--- src/hdl/fmv_pkg.sv ---
// Shared types, constants and table-building functions of the FM voice sample generator.
`default_nettype none
package fmv_pkg;

  // Command codes carried in the request kind
  typedef enum logic [1:0] {
    CMD_RESET   = 2'd0,
    CMD_NOTE_ON = 2'd1,
    CMD_RENDER  = 2'd2
  } cmd_t;

  // One classified request as it sits in the queue
  typedef struct packed {
    cmd_t               cmd;
    logic [3:0]         voice;
    logic [6:0]         note;
    logic signed [14:0] pitch;
    logic [15:0]        ratio;
    logic [15:0]        index;
    logic [6:0]         count;
  } req_t;

  // Phase increments of one render request
  typedef struct packed {
    logic [31:0] cstep;
    logic [31:0] mstep;
    logic [31:0] tstep;
  } steps_t;

  typedef enum logic [3:0] {
    ST_IDLE, ST_OCT, ST_MANT, ST_SCALE, ST_DIV, ST_SHIFT, ST_MUL0, ST_MUL1, ST_DONE
  } step_state_t;

  typedef enum logic [3:0] {
    B_IDLE, B_READ, B_LOAD, B_STEP, B_MOD, B_PM, B_OFF, B_CAR, B_THR,
    B_MIXA, B_MIXB, B_EMIT, B_WB
  } back_state_t;

  localparam int          MAX_SAMPLES = 64;
  localparam int          QDEPTH      = 2;
  localparam int          PITCH_BIAS  = 19200;   // 36864 - 69*256
  localparam int          SEMI_OCT    = 3072;    // 1/256 semitones per octave
  localparam int          OCT_BIAS    = 10;
  localparam int          BASE_HZ     = 440;
  localparam int          MIX_MAIN    = 22938;   // 0.7 in Q15
  localparam int          MIX_THIRD   = 9830;    // 0.3 in Q15
  localparam longint      INV_TWO_PI  = 64'd683565276;
  localparam longint      TWO_PI_Q30  = 64'd6746518852;
  localparam longint      Q30_ONE     = 64'd1 << 30;
  localparam logic [17:0] RATE_RESET  = 18'd48000;

  function automatic longint unsigned cube_q30(input longint unsigned x);
    longint unsigned s;
    s = (x * x) >> 30;
    return (s * x) >> 30;
  endfunction

  function automatic longint unsigned isqrt64(input longint unsigned v_in);
    longint unsigned v, r, bit_w;
    v = v_in;
    r = 0;
    bit_w = 64'd1 << 62;
    for (int i = 0; i < 32; i++) begin
      if (bit_w > v) bit_w = bit_w >> 2;
    end
    for (int i = 0; i < 32; i++) begin
      if (bit_w != 0) begin
        if (v >= r + bit_w) begin
          v = v - (r + bit_w);
          r = (r >> 1) + bit_w;
        end else begin
          r = r >> 1;
        end
        bit_w = bit_w >> 2;
      end
    end
    return r;
  endfunction

  // 2^(2^b/3072) in Q30
  function automatic longint unsigned root_q30(input int b);
    longint unsigned lo, hi, mid, cur;
    lo = Q30_ONE;
    hi = (Q30_ONE << 1) - 1;
    for (int i = 0; i < 64; i++) begin
      if (lo < hi) begin
        mid = lo + (hi - lo + 1) / 2;
        if (cube_q30(mid) <= (Q30_ONE << 1)) lo = mid;
        else hi = mid - 1;
      end
    end
    cur = lo;
    if (b == 11) cur = (lo * lo) >> 30;
    for (int bb = 9; bb >= 0; bb--) begin
      if (bb >= b) cur = isqrt64(cur << 30);
    end
    return cur;
  endfunction

  function automatic longint unsigned sin_q30(input longint unsigned x);
    longint unsigned x2, t, a;
    x2 = (x * x) >> 30;
    t = Q30_ONE;
    for (int i = 0; i < 5; i++) begin
      a = (x2 * t) >> 30;
      case (i)
        0:       t = Q30_ONE - a / 64'd110;
        1:       t = Q30_ONE - a / 64'd72;
        2:       t = Q30_ONE - a / 64'd42;
        3:       t = Q30_ONE - a / 64'd20;
        default: t = Q30_ONE - a / 64'd6;
      endcase
    end
    return (x * t) >> 30;
  endfunction

  // Sine table entry k of a 2^bits table, Q15
  function automatic int sine_entry(input int bits, input int k);
    longint unsigned quarter, qd, j, jj, x;
    int v;
    quarter = (64'd1 << bits) >> 2;
    qd = longint'(k) >> (bits - 2);
    j = longint'(k) & (quarter - 1);
    jj = qd[0] ? quarter - j : j;
    x = (jj * TWO_PI_Q30) >> bits;
    v = int'((sin_q30(x) + 16384) >> 15);
    return qd[1] ? -v : v;
  endfunction

endpackage
`default_nettype wire

--- src/hdl/fmv_front.sv ---
// Front end: classifies incoming requests and drops those that do nothing.
`default_nettype none
module fmv_front #(
  parameter int MAX_VOICES = 16
) (
  input  wire logic          in_valid,
  input  wire logic [1:0]    in_cmd,
  input  wire logic [3:0]    in_voice,
  input  wire logic [6:0]    in_note,
  input  wire logic [14:0]   in_pitch,
  input  wire logic [15:0]   in_ratio,
  input  wire logic [15:0]   in_index,
  input  wire logic [6:0]    in_count,
  input  wire logic          q_full,
  output logic               in_ready,
  output logic               push,
  output fmv_pkg::req_t      item
);
  import fmv_pkg::*;

  logic voice_ok;
  logic keep;

  assign in_ready = !q_full;
  assign voice_ok = {5'd0, in_voice} < 9'(MAX_VOICES);

  // Keep reset always; note on only for a real voice, render only for a real voice and a nonzero count
  always_comb begin
    keep = 1'b0;
    case (in_cmd)
      CMD_RESET:   keep = 1'b1;
      CMD_NOTE_ON: keep = voice_ok;
      CMD_RENDER:  keep = voice_ok && (in_count != 7'd0);
      default:     keep = 1'b0;
    endcase
  end

  assign push = in_valid && in_ready && keep;

  always_comb begin
    item.cmd   = cmd_t'(in_cmd);
    item.voice = in_voice;
    item.note  = in_note;
    item.pitch = $signed(in_pitch);
    item.ratio = in_ratio;
    item.index = in_index;
    item.count = (in_count > 7'(MAX_SAMPLES)) ? 7'(MAX_SAMPLES) : in_count;
  end

endmodule
`default_nettype wire

--- config.mk ---
export PLATFORM = sky130hd
export DESIGN_NAME = fmv_front
export DESIGN_NICKNAME = d
export VERILOG_FILES = /design/src/hdl/fmv_pkg.sv /design/src/hdl/fmv_front.sv
export SDC_FILE = /design/constraint.sdc
export NUM_CORES = 1
export LEC_CHECK = 0
export BUFFER_PORTS_ARGS = -buffer_cell sky130_fd_sc_hd__buf_2
export CORE_MARGIN = 2
export CORE_UTILIZATION = 20
export DETAILED_ROUTE_END_ITERATION = 8
export PLACE_DENSITY = 0.9
export SYNTH_ARGS = -nofsm -noshare
export SYNTH_HDL_FRONTEND = slang
export SYNTH_SLANG_ARGS = --single-unit
--- constraint.sdc ---
create_clock -name vclk -period 0.8
set_input_delay 0.08 -clock vclk [all_inputs]
set_output_delay 0.08 -clock vclk [all_outputs]
set_load 0.01 [all_outputs]
* Word-level counts from Yosys, hierarchy flattened
Index checks and enable logic that the tools add are counted.
** Word-level totals
- Input bits :: 69
- Register bits :: 0
- Latch bits :: 0
- Memory bits (writable) :: 0
- Memories kept :: 0
- Memory bits (read-only) :: 0
- Logic and storage cells :: 11
** Operators by class
- Shifts and indexed selects :: 0
- $add $sub $neg :: 0
- Multiply operators :: 0
- Equal/unequal tests :: 2
- Reductions and logical operators :: 6
- Bitwise operators :: 0
- Divide/modulo/power cells :: 0
- Magnitude comparators :: 1
- Multiplexer cells :: 2
** Operator list (count)
- > comparator 7 bit (second input constant) :: 1
- 2-to-1 mux 7 bit :: 1
- nonzero test 7 bit :: 1
- == test 2 x 1 -> 1 bit (second input constant) :: 1
- == test 2 bit (second input constant) :: 1
- logical AND 1 bit :: 2
- logical NOT 2 bit :: 1
- one-hot mux 1 bit (2 select lines) :: 1
- OR reduction 2 bit :: 1
- logical NOT 1 bit :: 1

* Depth between registers and ports, before layout
Gate-level depths: netlist of run 1.
- Depth in word-level cells :: 4
- Depth in mapped cells :: 2
- Gate-level depth less buffers :: 2

* Worst setup path before layout of run 1
No wires, ideal clock.
- Kind :: input port to output port
- Start :: input in_count[0]
- End :: output push
- Stages :: 2
- Path buffers :: 0
- Setup slack :: 0.205 ns
- Data arrival time :: 0.515 ns
- Data required time :: 0.720 ns
- Cells stage by stage :: nor4_1 a221oi_2
** Between the ends
- Longest elaborated chain between the ends :: 3
** Ends and longest elaborated chain
- start, declared :: line fmv_front.sv:13 : input wire logic [6:0] in_count,
- nonzero test 7 bit :: line fmv_front.sv:33 : CMD_RENDER: keep = voice_ok && (in_count != 7'd0);
- one-hot mux 1 bit (2 select lines) :: line fmv_front.sv:30 : case (in_cmd)
- logical AND 1 bit :: line fmv_front.sv:38 : assign push = in_valid && in_ready && keep;
- end, declared :: line fmv_front.sv:16 : output logic push,
Every way passes these cells.

* Worst setup path after layout of run 1
- Start :: input in_count[5]
- End :: output push
The elaborated chain is that of the path after synthesis.

==> metrics, run 1 <==
status finished, violations left; failing checks setup timing; crit path DAT 0.76 ns; met1 Resource Use GR 1.94%; FMAX 1.19 GHz; Mapped Cells 72; Post-Synth XOR/XNOR Area 0%; Vias 251; vias in the first global route 277; Area Overhead vs Synth -47.5%; All-Layer GR Usage 4.89%; busiest grt layer met4; worst slew pin tran 0.254 ns; # setup viols final 1; NumNets Final 106; Mapped Area 553 um^2; relative slew slack 83.0%; Register Area 0 um^2; worst-path maximum fanout 2; max cap viols 0; core area 0.00269 mm^2; number of routed nets with antenna violations 0; n_diodes 0; worst path cell trace buf_6 -> nor4_4 -> buf_4 -> a221oi_2 -> buf_2; die height 56.6 um; Worst Hold Class primary input to primary output; startpoint types primary input; design area 290 um^2; initial antenna violation count 0; routed vias/inst 3.80; Placement Cell Area 263 um^2; Slew Limit Fails 0; Final GP Congestion 0.523; Simple-Gate Fraction of Synth Area 14.5%; drt pass-1 iters 2; Crit. End Element primary output; synth unique cells 8; VDD IR-drop max 106 uV; post-synthesis mux area share 0%; Setup Fix Bufs, Post-CTS 0; Worst Path Buf+Inv 3; worst hold slack 0.160 ns; crit path kind primary input to primary output; CP max-delay cell nor4_4; # port buffers 22; met3 Usage GRT 3.92%; fraction of layout instances using a drive strength above 1 94.3%; setup ws final -0.0371 ns; leakage 0.154 nW; DR WL/cell 13.7 um; DR DRC count 0; Overflow after GRT 0; post-synth net total 141; met2 usage 7.14%; die area 0.00320 mm^2; final hold vios 0; post-route core utilization 10.8%; CP top delay family buffers and inverters; Place WS -0.0960 ns; compound-cell area share of the yosys netlist 2.71%; fin crit period 0.837 ns; FP Rows 19; largest net degree at the start of global routing 8; mean post-synth cell area 7.68 um^2; # hold bufs at CTS 0; RSZ-0062 raised after global routing yes; TNS Setup -0.0371 ns; Worst Path Required 0.72 ns; Post-Route WL 901 um; CLK BUF 0; die width 56.6 um; initial core utilization 20.6%; Detailed Route Iter0 Violations 2; Max stage delay on crit path 0.24 ns; largest family of logic cells by synthesized area buffers and inverters; Adder-Cell Fraction of Synth Area 0%; yosys warns 0; Top Ports 138; Seq cells 0; first-pass GRT wire length 1.27 mm; Tcrit/Tclk final 105%; post-synthesis sequential area ratio 0%; Pwr Density 435 mW/mm^2
-- cells in the mapped netlist --
cell      number  share of area, %
buf_4         60                81
and2b_2        6               9.5
clkbuf_1       1              0.68
nand2b_1       1               1.1
nor4b_2        1               2.7
a221oi_2       1               2.7
nor4_1         1               1.1
inv_1          1              0.68
-- layout make-up --
type	count	area, um^2
Fill cell	315	2400
Timing Repair Buffer	24	138
Multi-Input combinational cell	10	110
Tap cell	31	38.8
Inverter	1	3.75
-- through the flow --
stage | total power, mW | cells
2_1_floorplan | 0.351 | 72
3_3_place_gp | 0.112 | 66
3_5_place_dp | 0.114 | 66
4_1_cts | 0.128 | 66
5_1_grt | 0.137 | 66
6_report | 0.126 | 66
-- path summary, 6_finish.rpt --
| kind | from | end | slack [ns] | depth (start not counted) |
|---|---|---|---|---|
| worst min-delay path | in_index[8] | item[15] | 0.16 | 0 |
| worst max-delay path | in_count[5] | push | -0.04 | 5 |
-- cell families after synthesis --
logic type | Yosys count
compound gates | 1
buf+inv | 62
simple gates | 9
-- placed cells by master (no fill, tap or decap) --
master | Yosys | routed
nor4_4 | 0 | 1
buf_4 | 60 | 2
inv_1 | 1 | 1
a221oi_2 | 1 | 1
nand2b_1 | 1 | 1
buf_2 | 0 | 20
nor4b_2 | 1 | 1
and2b_2 | 6 | 6
buf_6 | 0 | 2
-- power by group --
group | internal [mW] | switching, mW
clock network | 0 | 0
logic | 0.0705 | 0.0559
registers | 0 | 0
-- layer usage --
layer | vias up | wire length (um)
met4 | 0 | 175
li1 | 87 | -
met3 | 30 | 266
met5 | - | 0
met1 | 93 | 114
met2 | 41 | 345
-- what timing repair did --
item                                   in CTS  in global routing
endpoints found under the hold margin       0                  0
pin swaps                                   2                  0
gates resized for setup                     4                  0
setup endpoints to repair                   1                  1
Note: power is estimated with default switching activity, not from simulation.
==> run 2, diff against run 1 <==
ABC_AREA = 1   (was default)
CORE_UTILIZATION = 21   (was 20)
PLACE_DENSITY = 0.92   (was 0.9)
==> run 2 against run 1 <==
Effect of this change:
- the run now ends clean
- via count is 25% higher
- core utilization increased by 3.5 points
- worst setup slack improved by 0.041 ns
- critical path type unchanged
==> metrics, run 2 <==
status completed; post-synth net total 156; die width 56.0 um; Place WS -0.0656 ns; worst-path maximum fanout 4; routed vias/inst 4.01; Synth area leader buf_4; final hold vios 0; RSZ-0062 raised after global routing yes; most frequent cells in the layout 14 x buf_2, 9 x inv_1, 4 x nor2_4, 4 x buf_6; core area 0.00252 mm^2; mean post-synth cell area 6.53 um^2; Top Ports 138; setup ws final 0.00423 ns; # setup viols final 0; Vias 313; die area 0.00314 mm^2; Overflow after GRT 0; fill count 285; drt pass-1 iters 2; worst slew pin tran 0.102 ns; n_diodes 0; HPWL after detailed placement 1.01 mm; Setup Fix Bufs, Post-CTS 0; # port buffers 22; Yosys top cell area share 79.3%; Mapped Area 568 um^2; area of the multi-input gates 115 um^2; synth unique cells 10; leakage 0.198 nW; synth cell count leaders 60 x buf_4, 9 x inv_1, 5 x nor2_2; hold path depth 0; Crit. End Element primary output; met3 Usage GRT 7.44%; yosys warns 0; FP Rows 18; # hold bufs at CTS 0; DR WL/cell 15.5 um; largest net degree at the start of global routing 6; Worst Hold Class primary input to primary output; CLK BUF 0; Mapped Cells 87; NumNets Final 119; Seq cells 0; crit path DAT 0.72 ns; Pwr Density 479 mW/mm^2; post-synthesis sequential area ratio 0%; Register Area 0 um^2; Tcrit/Tclk final 99.5%; number of routed nets with antenna violations 0; fin crit period 0.796 ns; fraction of layout instances using a drive strength above 1 70.8%; VDD IR-drop max 128 uV; most common cell after layout, fill and taps aside buf_2; max cap viols 0; crit path kind primary input to primary output; busiest grt layer met2; Area Overhead vs Synth -36.6%; FMAX 1.26 GHz; Post-Route WL 1.21 mm; initial antenna violation count 0; met2 usage 11.1%; post-placement cell count 78; Tot Pwr 173 uW; Synth area leaders buf_4 79%, inv_1 5.9%, nor2_2 5.5%; relative slew slack 93.2%; All-Layer GR Usage 6.37%; Final GP Congestion 0.529; TNS Setup 0 ns; vias in the first global route 291; die height 56.0 um; post-route insts no fill 78; Worst Path Required 0.72 ns; Detailed Route Iter0 Violations 7; initial core utilization 22.5%; most common cell in the netlist buf_4; first-pass GRT wire length 1.62 mm; Slew Limit Fails 0; met1 Resource Use GR 2.75%; startpoint types primary input; DR DRC count 0
run 2: cell types whose count changed in the layout (fill, tap and decap cells not counted), moves of 2 or more:
cell,before,now
nand2_1,0,2
inv_1,1,9
nor2_2,0,3
and2b_2,6,0
nor2_4,0,4
buf_2,20,14
buf_6,2,4
nand2_2,0,2
nor2_1,0,2
buf_8,0,3
run 2: timing repair:
| item | in CTS | in global routing |
|---|---|---|
| resized for setup | 13 | 13 |
| endpoints found under the setup margin | 5 | 5 |
| pin swaps | 5 | 8 |
run 2: report_power, final:
group / internal (mW) / switching (mW) / leakage [nW] / total, mW
clock: 0 / 0 / 0 / 0
combinational: 0.0899 / 0.0829 / 0.198 / 0.173
sequential: 0 / 0 / 0 / 0
run 2: logic make-up (layout without fill, tap and decap cells):
group	Yosys count	in the layout	share of synthesized area, %
buffers and inverters	71	32	86.6
and+or+nand+nor	14	14	11.7
AOI/OAI and AO/OA	2	2	1.76
run 2: final timing paths:
path	start	to
worst min-delay path	in_ratio[8]	item[31]
worst max-delay path	in_count[3]	item[3]
run 2: critical path, stage by stage:
cell and delay, ns:
buf_6 0.10, nor2_4 0.11, nand3_2 0.08, nand2_2 0.08, inv_4 0.05, nor2_4 0.10, buf_6 0.11
run 2: metrics by stage:
step	cell area [um^2]	util [%]	hold WS, ns
after floorplan	568	-	0.208
after global placement	262	10.4	0.160
after CTS	315	12.5	0.160
after global routing	360	14.3	0.160
after detailed placement	262	10.4	0.160
final	360	14.3	0.160
run 2: final cells by class:
class,count,area share [%]
Multi-Input combinational cell,16,31.9
Inverter,10,11.1
Timing Repair Buffer,22,46.5
Tap cell,30,10.4
run 2: routing by layer:
metal,wire [um],vias up,share of wire [%]
met3,363,22,30
li1,-,117,-
met5,0,-,0
met1,161,120,13
met4,111,0,9.2
met2,571,54,47
