$ cat config.mk
export PLATFORM = sky130hd
export DESIGN_NAME = fmv_queue
export DESIGN_NICKNAME = d
export VERILOG_FILES = /design/src/hdl/fmv_pkg.sv /design/src/hdl/fmv_queue.sv
export SDC_FILE = /design/constraint.sdc
export NUM_CORES = 1
export LEC_CHECK = 0
export BUFFER_PORTS_ARGS = -buffer_cell sky130_fd_sc_hd__buf_4
export CAP_MARGIN = 5
export CORE_ASPECT_RATIO = 1.2
export CORE_MARGIN = 5
export CORE_UTILIZATION = 56
export CTS_CLUSTER_DIAMETER = 60
export DETAILED_ROUTE_END_ITERATION = 10
export GPL_ROUTABILITY_DRIVEN = 0
export GPL_TIMING_DRIVEN = 0
export PLACE_DENSITY = 0.85
export REMOVE_ABC_BUFFERS = 1
export SETUP_SLACK_MARGIN = 0.4
export SLEW_MARGIN = 40
export SYNTH_ARGS = -nofsm -noshare
export SYNTH_HDL_FRONTEND = slang
export SYNTH_SLANG_ARGS = --single-unit
$ cat constraint.sdc
create_clock -name clk -period 12.3 [get_ports clk]
set_input_delay 2.46 -clock clk [delete_from_list [all_inputs] [get_ports clk]]
set_output_delay 2.46 -clock clk [all_outputs]
set_load 0.05 [all_outputs]
$ cat src/hdl/fmv_pkg.sv
// Shared types, constants and table-building functions of the FM voice sample generator.
`default_nettype none
package fmv_pkg;

  // Command codes carried in the request kind
  typedef enum logic [1:0] {
    CMD_RESET   = 2'd0,
    CMD_NOTE_ON = 2'd1,
    CMD_RENDER  = 2'd2
  } cmd_t;

  // One classified request as it sits in the queue
  typedef struct packed {
    cmd_t               cmd;
    logic [3:0]         voice;
    logic [6:0]         note;
    logic signed [14:0] pitch;
    logic [15:0]        ratio;
    logic [15:0]        index;
    logic [6:0]         count;
  } req_t;

  // Phase increments of one render request
  typedef struct packed {
    logic [31:0] cstep;
    logic [31:0] mstep;
    logic [31:0] tstep;
  } steps_t;

  typedef enum logic [3:0] {
    ST_IDLE, ST_OCT, ST_MANT, ST_SCALE, ST_DIV, ST_SHIFT, ST_MUL0, ST_MUL1, ST_DONE
  } step_state_t;

  typedef enum logic [3:0] {
    B_IDLE, B_READ, B_LOAD, B_STEP, B_MOD, B_PM, B_OFF, B_CAR, B_THR,
    B_MIXA, B_MIXB, B_EMIT, B_WB
  } back_state_t;

  localparam int          MAX_SAMPLES = 64;
  localparam int          QDEPTH      = 2;
  localparam int          PITCH_BIAS  = 19200;   // 36864 - 69*256
  localparam int          SEMI_OCT    = 3072;    // 1/256 semitones per octave
  localparam int          OCT_BIAS    = 10;
  localparam int          BASE_HZ     = 440;
  localparam int          MIX_MAIN    = 22938;   // 0.7 in Q15
  localparam int          MIX_THIRD   = 9830;    // 0.3 in Q15
  localparam longint      INV_TWO_PI  = 64'd683565276;
  localparam longint      TWO_PI_Q30  = 64'd6746518852;
  localparam longint      Q30_ONE     = 64'd1 << 30;
  localparam logic [17:0] RATE_RESET  = 18'd48000;

  function automatic longint unsigned cube_q30(input longint unsigned x);
    longint unsigned s;
    s = (x * x) >> 30;
    return (s * x) >> 30;
  endfunction

  function automatic longint unsigned isqrt64(input longint unsigned v_in);
    longint unsigned v, r, bit_w;
    v = v_in;
    r = 0;
    bit_w = 64'd1 << 62;
    for (int i = 0; i < 32; i++) begin
      if (bit_w > v) bit_w = bit_w >> 2;
    end
    for (int i = 0; i < 32; i++) begin
      if (bit_w != 0) begin
        if (v >= r + bit_w) begin
          v = v - (r + bit_w);
          r = (r >> 1) + bit_w;
        end else begin
          r = r >> 1;
        end
        bit_w = bit_w >> 2;
      end
    end
    return r;
  endfunction

  // 2^(2^b/3072) in Q30
  function automatic longint unsigned root_q30(input int b);
    longint unsigned lo, hi, mid, cur;
    lo = Q30_ONE;
    hi = (Q30_ONE << 1) - 1;
    for (int i = 0; i < 64; i++) begin
      if (lo < hi) begin
        mid = lo + (hi - lo + 1) / 2;
        if (cube_q30(mid) <= (Q30_ONE << 1)) lo = mid;
        else hi = mid - 1;
      end
    end
    cur = lo;
    if (b == 11) cur = (lo * lo) >> 30;
    for (int bb = 9; bb >= 0; bb--) begin
      if (bb >= b) cur = isqrt64(cur << 30);
    end
    return cur;
  endfunction

  function automatic longint unsigned sin_q30(input longint unsigned x);
    longint unsigned x2, t, a;
    x2 = (x * x) >> 30;
    t = Q30_ONE;
    for (int i = 0; i < 5; i++) begin
      a = (x2 * t) >> 30;
      case (i)
        0:       t = Q30_ONE - a / 64'd110;
        1:       t = Q30_ONE - a / 64'd72;
        2:       t = Q30_ONE - a / 64'd42;
        3:       t = Q30_ONE - a / 64'd20;
        default: t = Q30_ONE - a / 64'd6;
      endcase
    end
    return (x * t) >> 30;
  endfunction

  // Sine table entry k of a 2^bits table, Q15
  function automatic int sine_entry(input int bits, input int k);
    longint unsigned quarter, qd, j, jj, x;
    int v;
    quarter = (64'd1 << bits) >> 2;
    qd = longint'(k) >> (bits - 2);
    j = longint'(k) & (quarter - 1);
    jj = qd[0] ? quarter - j : j;
    x = (jj * TWO_PI_Q30) >> bits;
    v = int'((sin_q30(x) + 16384) >> 15);
    return qd[1] ? -v : v;
  endfunction

endpackage
`default_nettype wire

$ cat src/hdl/fmv_queue.sv
// Short request queue between front and back.
`default_nettype none
module fmv_queue (
  input  wire logic          clk,
  input  wire logic          rst,
  input  wire logic          push,
  input  wire fmv_pkg::req_t push_item,
  input  wire logic          pop,
  output logic               full,
  output logic               not_empty,
  output fmv_pkg::req_t      head
);
  import fmv_pkg::*;

  localparam int PW = (QDEPTH > 1) ? $clog2(QDEPTH) : 1;

  req_t            slots [QDEPTH];
  logic [PW-1:0]   wptr;
  logic [PW-1:0]   rptr;
  logic [PW:0]     fill;

  assign full      = fill == (PW+1)'(QDEPTH);
  assign not_empty = fill != '0;
  assign head      = slots[rptr];

  // Pointers and fill level
  always_ff @(posedge clk) begin
    if (rst) begin
      wptr <= '0;
      rptr <= '0;
      fill <= '0;
    end else begin
      if (push) wptr <= (wptr == PW'(QDEPTH - 1)) ? '0 : wptr + 1'b1;
      if (pop)  rptr <= (rptr == PW'(QDEPTH - 1)) ? '0 : rptr + 1'b1;
      if (push && !pop) fill <= fill + 1'b1;
      else if (pop && !push) fill <= fill - 1'b1;
    end
  end

  always_ff @(posedge clk) begin
    if (push) slots[wptr] <= push_item;
  end

endmodule
`default_nettype wire

# == Word-level counts from Yosys, hierarchy flattened ==
# Memories as Yosys holds them, arrays and structs flattened. A register that Yosys moved wholly into a read port is not among the register bits.
# Cells that the tools add are included.
# totals
n_memories,1
ramBits,134
ff_bits,4
input_bits,71
output_inout_bits,69
# mem_list
name,depth,width,read_ports,rd_ports_with_merged_regs,write_ports,line_no,rtl
slots,2,67,1,1,1,fmv_queue.sv:17,req_t slots [QDEPTH];
# classes
reduce_logical,6
addsub,4
n_eq_ne,1
n_mux,8
# ops
op,count
2-to-1 mux 1 bit,6
2-to-1 mux 2 bit,2
nonzero test 2 bit,2
"adder 1 bit, second input constant",2
"adder 2 x 1 -> 2 bit, second input constant",1
"equality test 2 bit, second input constant",1
logical AND 1 bit,2
zero test 1 bit,2
"subtractor 2 x 1 -> 2 bit, second input constant",1

# == Logic depth before layout (Yosys ltp) ==
# Gate-level depths: netlist of run 1.
# logic_depth
word_depth,4
ltp_mapped,5
mapped_depth_nobuf,5

# == Worst setup path after synthesis of run 1 ==
# OpenSTA, ideal clock, no wires.
# synth_timing
path_type,in2reg
from,input port push
to,"memory slots[0][0] (netlist name), enable pin"
arrival_ps,5403
required_ps,11800
path_slack_ps,6397
setup_time_ps,500
cell_stages,1
path_cell_list,nor2b_1
# synth_via
elab_chain_len,2
# synth_lines
element,line_no,rtl
from (decl),fmv_queue.sv:6,"input wire logic push,"
2-to-1 mux 1 bit,fmv_queue.sv:41,if (push) slots[wptr] <= push_item;
2-to-1 mux 1 bit (not written as such),fmv_queue.sv:41,
to (decl),fmv_queue.sv:17,
# No other way between the ends.

==> impl_metrics.json, run 1 <==
{
  "wl_met1_mm": 3.49,
  "hpwl_mm": 6.47,
  "num_antenna_cells": 0,
  "cts_made_buffers": 17,
  "max_freq_mhz": 219,
  "wl_met3_um": 698,
  "final_cell_area_sq_um": 7070,
  "power-per-cell-area_nw_per_um2": 185,
  "port_buffers": 139,
  "ir_drop_mv": 0.113,
  "swShare_pct": 25.9,
  "antenna_found_initial": 0,
  "cts_sinks": 139,
  "vias_per_cell": 5.05,
  "dieWidth_um": 97.6,
  "path_clk_slew_ps": 60,
  "final_common_cell": "buf_4",
  "synth-seq-cells": 139,
  "synthToLayoutAreaGrowth_pct": 37.1,
  "reg2reg_to": "slots[1][1]$_DFFE_PP_",
  "arrival_ps": 2100,
  "hold_viol_final": 0,
  "dr_wl_met2_mm": 5.43,
  "reg2regPathDepth": 2,
  "netSwitchingPower_uw": 338,
  "drv_slew": 0,
  "syn-cell-area_sq_um": 5160,
  "combPwrFrac_pct": 17.2,
  "path_delay_family": "flip-flops",
  "required_ps": 9840,
  "cts-root-buf": "clkbuf_8",
  "seqPwrFrac_pct": 43.2,
  "p_leak_nw": 2.75,
  "finalWirelength_mm": 9.81,
  "instances_no_fill": 520,
  "max_slew_margin_pct": 64.5,
  "synthCells": 230,
  "drtIter0Drc": 92,
  "setup_tns_ps": 0,
  "start_util_pct": 57.1,
  "finClkSkew_ps": 3.65,
  "holdWs_ps": 521,
  "total_power_mw": 1.31,
  "cp-endpoint": "head[62]",
  "crit_path_cell_trace": "buf_12, mux2_2, buf_4",
  "startpoint_type": "flop",
  "hold_depth": 2,
  "worst_slack_ps": 7740,
  "tightest_slew_ps": 533,
  "slowest_stage": "dfxtp_4",
  "layout_common_cells": "buf_4, edfxtp_1, mux2_2, mux2_4, clkbuf_16",
  "grt_first_pass_wirelength_mm": 15.2,
  "pwr-share-clk_pct": 39.6,
  "internal_power_uw": 970,
  "first_pass_iters": 4,
  "dp_slack_ps": 8230,
  "slowest_delay_ps": 680,
  "ctsHoldBuffers": 0,
  "crit_cells": 3,
  "wl_per_cell_um": 18.9,
  "period_share_pct": 37.1,
  "hold_path.class": "reg2reg",
  "clock_insertion_delay_worst_skew_ps": 500,
  "drc_errors": 0,
  "grt_max_degree": 39,
  "top_layer": "met4",
  "setup_viol": 0,
  "num_vias": 2627,
  "h-tree-depth": 4,
  "critical_path_class": "reg2out",
  "dieArea_sq_um": 11200,
  "path_max_fanout": 38,
  "overflow": 0,
  "track_usage_pct": 18.2,
  "synth_seq_area_share_pct": 80.0,
  "rsz0062_at_grt": "false",
  "grt_pass1_vias": 2986,
  "cts_buffer_depth": 2,
  "yosys_warnings": 0,
  "cp-end-kind": "output port",
  "ctsResizeCount": 0,
  "fin_nets": 459,
  "io_pins": 140,
  "final_layout_size_suffix_gt1_share_pct": 61.8,
  "outcome": "completed",
  "core_sq_um": 9030,
  "cp_num_buf_inv": 2,
  "maxCapViolCount": 0,
  "place_area_sq_um": 6460,
  "ant_nets": 0,
  "avgSynthCellArea_sq_um": 22.4,
  "rrSetupSlack_ps": 10740,
  "timing.rr.start": "wptr$_SDFFE_PP0P_",
  "min_period_ps": 4560,
  "num_rows": 38,
  "yosysUniqueCellTypes": 19,
  "die_y_um": 115,
  "placed_cells": 488,
  "cts_tree": "built",
  "post-route-util_pct": 78.3,
  "cts_setup_buffers": 0
}
power by group through the flow:
stage	clock [mW]	combinational, mW	sequential, mW
2_1_floorplan	0	0.147	0.577
3_3_place_gp	0	0.213	0.581
3_5_place_dp	0	0.226	0.575
4_1_cts	0.528	0.227	0.566
5_1_grt	0.551	0.234	0.568
6_report	0.517	0.225	0.566
registers in the layout, indices dropped and copies added, names as in the netlist, named ones only:
signal and flops:
rptr 1, slots 134, fill 2, wptr 1
metal layers:
metal | vias to the layer above | GRT usage [%]
met2 | 104 | 32.5
met3 | 16 | 7.22
li1 | 1226 | -
met5 | - | 0
met1 | 1281 | 18.9
met4 | 0 | 8.31
how the worst min path moves through the flow:
stage	from	to	slack, ps
final	fill[1]$_SDFFE_PP0P_	fill[1]$_SDFFE_PP0P_	520
after global routing	fill[1]$_SDFFE_PP0P_	fill[1]$_SDFFE_PP0P_	540
after CTS	fill[1]$_SDFFE_PP0P_	fill[1]$_SDFFE_PP0P_	520
after detailed placement	fill[1]$_SDFFE_PP0P_	fill[1]$_SDFFE_PP0P_	500
after global placement	fill[1]$_SDFFE_PP0P_	fill[1]$_SDFFE_PP0P_	480
after floorplan	fill[1]$_SDFFE_PP0P_	fill[1]$_SDFFE_PP0P_	460
synthesized netlist by cell type:
cell,instances,area share [%]
dfxtp_1,5,1.9
o21ai_0,1,0.097
a21oi_1,1,0.097
nor2_1,4,0.29
buf_6,3,0.66
inv_1,1,0.073
ha_1,1,0.24
mux2_4,30,8.7
and2b_1,1,0.15
buf_4,1,0.15
mux2_2,37,8.1
xnor2_1,2,0.34
and2_1,1,0.12
buf_2,3,0.29
xor2_1,2,0.34
or2_2,1,0.12
edfxtp_1,134,78
nor2b_1,1,0.12
or3_1,1,0.12
layout make-up:
cell class / instances / area, sq um
Clock inverter: 14 / 195
Timing Repair Buffer: 145 / 1190
Multi-Input combinational cell: 83 / 982
Fill cell: 516 / 1960
Sequential cell: 139 / 4130
Inverter: 1 / 3.75
Tap cell: 120 / 150
Clock buffer: 18 / 418
logic make-up (layout without fill, tap and decap cells):
family                     count (synthesis)  after routing  synth area share (%)
buffers and inverters                      8            178                  1.16
DFF                                      139            139                  80.0
AOI/OAI and AO/OA                          2              2                 0.194
xor gates and xnor gates                   4              4                 0.680
and+or+nand+nor                            9              9                 0.922
muxes                                     67             67                  16.8
adders and majority gates                  1              1                 0.243
tightest hold or removal path: stages (launching register included):
cell     delay, ps
dfxtp_1        320
o21ai_0         80
a21oi_1         70
Note: power is estimated with default switching activity, not from simulation.
==> run 2: changes to the inputs <==
ABC_AREA = 1   (was unset)
CORE_UTILIZATION = 52   (was 56)
PLACE_DENSITY = 0.8   (was 0.85)
clock period = 4.5 ns   (was 12.3 ns; I/O delays follow)
==> run 2 against run 1 <==
Against the previous run:
- setup slack worse by 6100 ps
- clock-buffer cell count down 1
- first-iteration DRC count up 16%
- combinational power rose to 2.6 times the previous value
- critical path depth up 1
==> impl_metrics.json, run 2 <==
{
  "setup_viol": 0,
  "synth_area_leaders": "edfxtp_1, mux2_4, mux2_2",
  "finalWirelength_mm": 9.63,
  "worst_slack_ps": 1660,
  "port_buffers": 139,
  "cts_setup_buffers": 0,
  "place_area_sq_um": 6450,
  "finClkSkew_ps": 6.67,
  "synth_commonest_cells": "edfxtp_1, mux2_2, mux2_4",
  "synth_seq_area_share_pct": 79.7,
  "cp-end-kind": "output port",
  "dieArea_sq_um": 12100,
  "dieWidth_um": 101,
  "synthCells": 241,
  "io_pins": 140,
  "layout_common_cells": "buf_4, edfxtp_1, mux2_2, mux2_4, clkbuf_16",
  "synth_top_cell_area_share_pct": 77.8,
  "core_sq_um": 9860,
  "startpoint_type": "flop",
  "yosys.area.top_type": "edfxtp_1",
  "post-route-util_pct": 71.6,
  "synth-seq-cells": 139,
  "synth_top_family_by_area": "multiplexers",
  "yosysUniqueCellTypes": 17,
  "track_usage_pct": 16.9,
  "synth_xor_area_share_pct": 0.169,
  "cts_sinks": 139,
  "arrival_ps": 1940,
  "nFillCells": 645,
  "h-tree-depth": 4,
  "start_util_pct": 52.5,
  "rsz0062_at_grt": "false",
  "dp_slack_ps": 2070,
  "ir_drop_mv": 0.364,
  "total_power_mw": 3.50,
  "cts_made_buffers": 17,
  "slowest_delay_ps": 460,
  "path_max_fanout": 31,
  "overflow": 0,
  "max_slew_margin_pct": 71.6,
  "grt_pass1_vias": 3071,
  "ctsResizeCount": 0,
  "first_pass_iters": 4,
  "antenna_found_initial": 0,
  "min_period_ps": 2840,
  "ys.flop_type": "edfxtp_1",
  "ctsHoldBuffers": 0,
  "largest-register": "slots",
  "hold_viol_final": 0,
  "crit_top_cell": "buf_12",
  "synthToLayoutAreaGrowth_pct": 36.5,
  "ant_nets": 0,
  "yosys.area_share.simple_pct": 1.19,
  "drtIter0Drc": 107,
  "hpwl_mm": 6.65,
  "instances_no_fill": 538,
  "largest_reg_flops": 134,
  "num_rows": 40,
  "wl_per_cell_um": 17.9,
  "clock_insertion_delay_worst_skew_ps": 400,
  "p_leak_nw": 2.76,
  "yosys_warnings": 0,
  "final_layout_size_suffix_gt1_share_pct": 59.2,
  "final_common_cell": "buf_4",
  "cts_buffer_depth": 2,
  "path_clk_slew_ps": 60,
  "final_cell_area_sq_um": 7060,
  "power-per-cell-area_nw_per_um2": 495,
  "crit_path_cell_trace": "buf_12, buf_12, mux2_2, buf_4",
  "slowest_stage": "dfxtp_4",
  "reg_top3": "slots: 134 flops, fill: 2 flops",
  "tightest_slew_ps": 425,
  "synth-adder-area-share_pct": 0.242,
  "avgSynthCellArea_sq_um": 21.5,
  "path_delay_family": "buffers and inverters",
  "grt_max_degree": 38,
  "synth.mux.area_fraction_pct": 16.8,
  "drc_errors": 0,
  "vias_per_cell": 4.95,
  "synth_compound_area_share_pct": 0.193,
  "fin_nets": 471,
  "cts_tree": "built",
  "drv_slew": 0,
  "maxCapViolCount": 0,
  "synth.most_common_cell": "edfxtp_1",
  "synth_edf_count": 134,
  "syn-cell-area_sq_um": 5170,
  "cp_num_buf_inv": 3,
  "die_y_um": 119,
  "max_freq_mhz": 352,
  "required_ps": 3600,
  "outcome": "completed",
  "placed_cells": 506,
  "hold_path.class": "reg2reg",
  "critical_path_class": "reg2out",
  "synth_async_sr_flop_share_pct": 0,
  "grt_first_pass_wirelength_mm": 15.0,
  "num_antenna_cells": 0,
  "period_share_pct": 63.1,
  "num_vias": 2663,
  "cts-root-buf": "clkbuf_16"
}
==> run 2: report_power, final <==
group	internal (mW)	switching (mW)	leakage, nW
clock network	0.914	0.486	0.285
registers	1.50	0.0221	1.30
logic	0.219	0.357	1.17
==> run 2: cell type report <==
cell class              count  area (sq um)  share of cell area [%]
inverters                   9          38.8                   0.549
well taps                 126           158                    2.23
clock inverters            15           180                    2.55
repair buffers            146          1160                    16.5
flip-flops and latches    139          4130                    58.5
clock buffers              17           425                    6.03
multi-input cells          86           967                    13.7
==> run 2: stage by stage <==
stage	setup TNS (ps)	hold WS, ps
final	0	548
after global routing	0	577
after detailed placement	0	520
after CTS	0	549
after floorplan	0	480
after global placement	-94430	495
==> run 2: kinds of logic after synthesis <==
kind of cell | after synthesis
AO/OA/AOI/OAI | 2
XOR/XNOR | 1
adder cells (fa/ha/maj) | 1
buffers and inverters | 16
flip-flops | 139
multiplexers | 67
AND/OR/NAND/NOR | 15
==> run 2: worst min-delay path, cell delays in order (launching register included) <==
cell and delay [ps]:
dfxtp_1 320, inv_1 110, a21oi_1 70
==> run 2: worst paths after layout <==
check,slack (ps),endpoint,depth (start not counted),startpoint
max,1660,head[63],4,flop
min,550,fill[0]$_SDFFE_PP0P_,2,fill[0]$_SDFFE_PP0P_
max reg2reg,2860,slots[0][66]$_DFFE_PP_,4,wptr$_SDFFE_PP0P_
min reg2reg,550,fill[0]$_SDFFE_PP0P_,2,fill[0]$_SDFFE_PP0P_
==> run 2: metal layers <==
metal / up-vias / global-route usage [%] / share of wire [%]
met4: 0 / 7.65 / 1.8
met3: 13 / 5.04 / 5.5
met2: 90 / 30.4 / 57
li1: 1254 / - / -
met1: 1306 / 17.7 / 36
met5: - / 0 / 0
==> run 3: changes to the inputs <==
clock period = 2.7 ns   (was 4.5 ns; I/O delays follow)
==> run 3 against run 2 <==
Against the previous run:
- total power is 68% higher
- die area stayed put
- non-clock buffer count is 4 higher
- final cell count is 0.74% higher
- first-iteration DRC count is 2.8% higher
- clock skew hardly changed
- largest cell class unchanged
- core utilization is 0.79 points higher
- clock power is 67% higher
- sequential power is 66% higher
- clock-buffer cell count stayed put
==> impl_metrics.json, run 3 (synthesis results as in run 2) <==
{
  "outcome": "completed",
  "pwr-share-clk_pct": 39.9,
  "core_sq_um": 9860,
  "finClkSkew_ps": 6.99,
  "overflow": 0,
  "wl_per_cell_um": 18.4,
  "hold_viol_final": 0,
  "cp-end-kind": "output port",
  "total_power_mw": 5.87,
  "required_ps": 2160,
  "timing.rr.start": "wptr$_SDFFE_PP0P_",
  "path_clk_slew_ps": 60,
  "antenna_found_initial": 0,
  "cts_made_buffers": 17,
  "start_util_pct": 52.5,
  "vias_per_cell": 5.00,
  "p_leak_nw": 2.80,
  "swShare_pct": 24.9,
  "drtIter0Drc": 110,
  "internal_power_mw": 4.41,
  "startpoint_type": "flop",
  "netSwitchingPower_mw": 1.46,
  "hold_depth": 1,
  "slowest_delay_ps": 360,
  "rsz0062_at_grt": "false",
  "final_layout_size_suffix_gt1_share_pct": 59.6,
  "hold_start": "push_item[40]",
  "cp_num_buf_inv": 3,
  "synthToLayoutAreaGrowth_pct": 38.0,
  "cts_buffer_depth": 2,
  "cts_sinks": 139,
  "critical_path_class": "reg2out",
  "combPwrFrac_pct": 17.0,
  "path_max_fanout": 16,
  "rrSetupSlack_ps": 1060,
  "cts_tree": "built",
  "num_rows": 40,
  "maxCapViolCount": 0,
  "path_delay_family": "buffers and inverters",
  "max_slew_margin_pct": 71.6,
  "cts-root-buf": "clkbuf_16",
  "min_to": "slots[1][40]$_DFFE_PP_",
  "grt_pass1_vias": 3111,
  "slowest_stage": "dfxtp_4",
  "crit_path_cell_trace": "buf_12, buf_16, mux2_2, buf_4",
  "die_y_um": 119,
  "reg2regPathDepth": 4,
  "fin_nets": 475,
  "hpwl_mm": 6.65,
  "period_share_pct": 81.5,
  "clock_insertion_delay_worst_skew_ps": 400,
  "reg2reg_to": "slots[0][66]$_DFFE_PP_",
  "setup_viol": 0,
  "seqPwrFrac_pct": 43.1,
  "first_pass_iters": 4,
  "reg_top3": "slots: 134 flops, fill: 2 flops",
  "arrival_ps": 1660,
  "drv_slew": 0,
  "port_buffers": 139,
  "instances_no_fill": 542,
  "grt_first_pass_wirelength_mm": 15.5,
  "layout_common_cells": "buf_4, edfxtp_1, mux2_2, mux2_4, clkbuf_16",
  "power-per-cell-area_nw_per_um2": 822,
  "dieWidth_um": 101,
  "num_antenna_cells": 0,
  "min_period_ps": 2200,
  "grt_max_degree": 38,
  "dieArea_sq_um": 12100,
  "finalWirelength_mm": 10.0,
  "placed_cells": 506,
  "largest_reg_flops": 134,
  "h-tree-depth": 4,
  "hold_path.class": "in2reg",
  "ir_drop_mv": 0.604,
  "drc_errors": 0,
  "final_common_cell": "buf_4",
  "track_usage_pct": 17.5,
  "max_freq_mhz": 455,
  "holdWs_ps": 317,
  "io_pins": 140,
  "num_vias": 2712,
  "largest-register": "slots",
  "tightest_slew_ps": 425,
  "ant_nets": 0
}
run 3: what timing repair did:
action	4_1_cts	5_1_grt
pin swaps	0	0
setup buffers	2	0
endpoints found under the setup margin	31	1
cloned	2	0
hold buffers	0	0
resized for setup	2	1
run 3: through the flow:
stage                     utilization, %  cell area (sq um)  worst slack (ps)  TNS, ps
after CTS                           72.4               7140               445        0
final                               72.4               7140               500        0
after detailed placement            65.5               6450               629        0
after global routing                72.4               7140               442        0
after floorplan                        -               5120             -1180  -116240
after global placement              64.1               6320             -2850  -315860
run 3: how the worst max path moves through the flow:
stage	start	endpoint	slack (ps)	cells after the start
finish	flop	head[14]	500	4
global route	flop	head[1]	440	4
CTS	flop	head[0]	450	4
detailed placement	flop	head[63]	630	4
global placement	push	slots[0][42]$_DFFE_PP_	-2850	3
floorplan	push	slots[0][0]$_DFFE_PP_	-1180	2
run 3: routing by layer:
layer	GRT usage [%]	routed length, um	up-vias
met4	7.65	173	0
met1	19.1	3640	1345
met3	5.21	563	13
met5	0	0	-
met2	31.0	5620	92
li1	-	-	1262
run 3: layout make-up:
cell class | instances | area [sq um]
clock buffers | 17 | 425
well taps | 126 | 158
repair buffers | 150 | 1240
fillers | 638 | 2720
multi-input cells | 86 | 967
inverters | 9 | 38.8
clock inverters | 15 | 180
flip-flops and latches | 139 | 4130
run 3: power by group through the flow:
stage               clock network, mW  logic [mW]  registers (mW)
floorplan                           0       0.624            2.60
global placement                    0       0.907            2.62
detailed placement                  0       0.970            2.58
CTS                              2.38        1.01            2.53
global route                     2.50        1.04            2.54
finish                           2.34       0.999            2.53
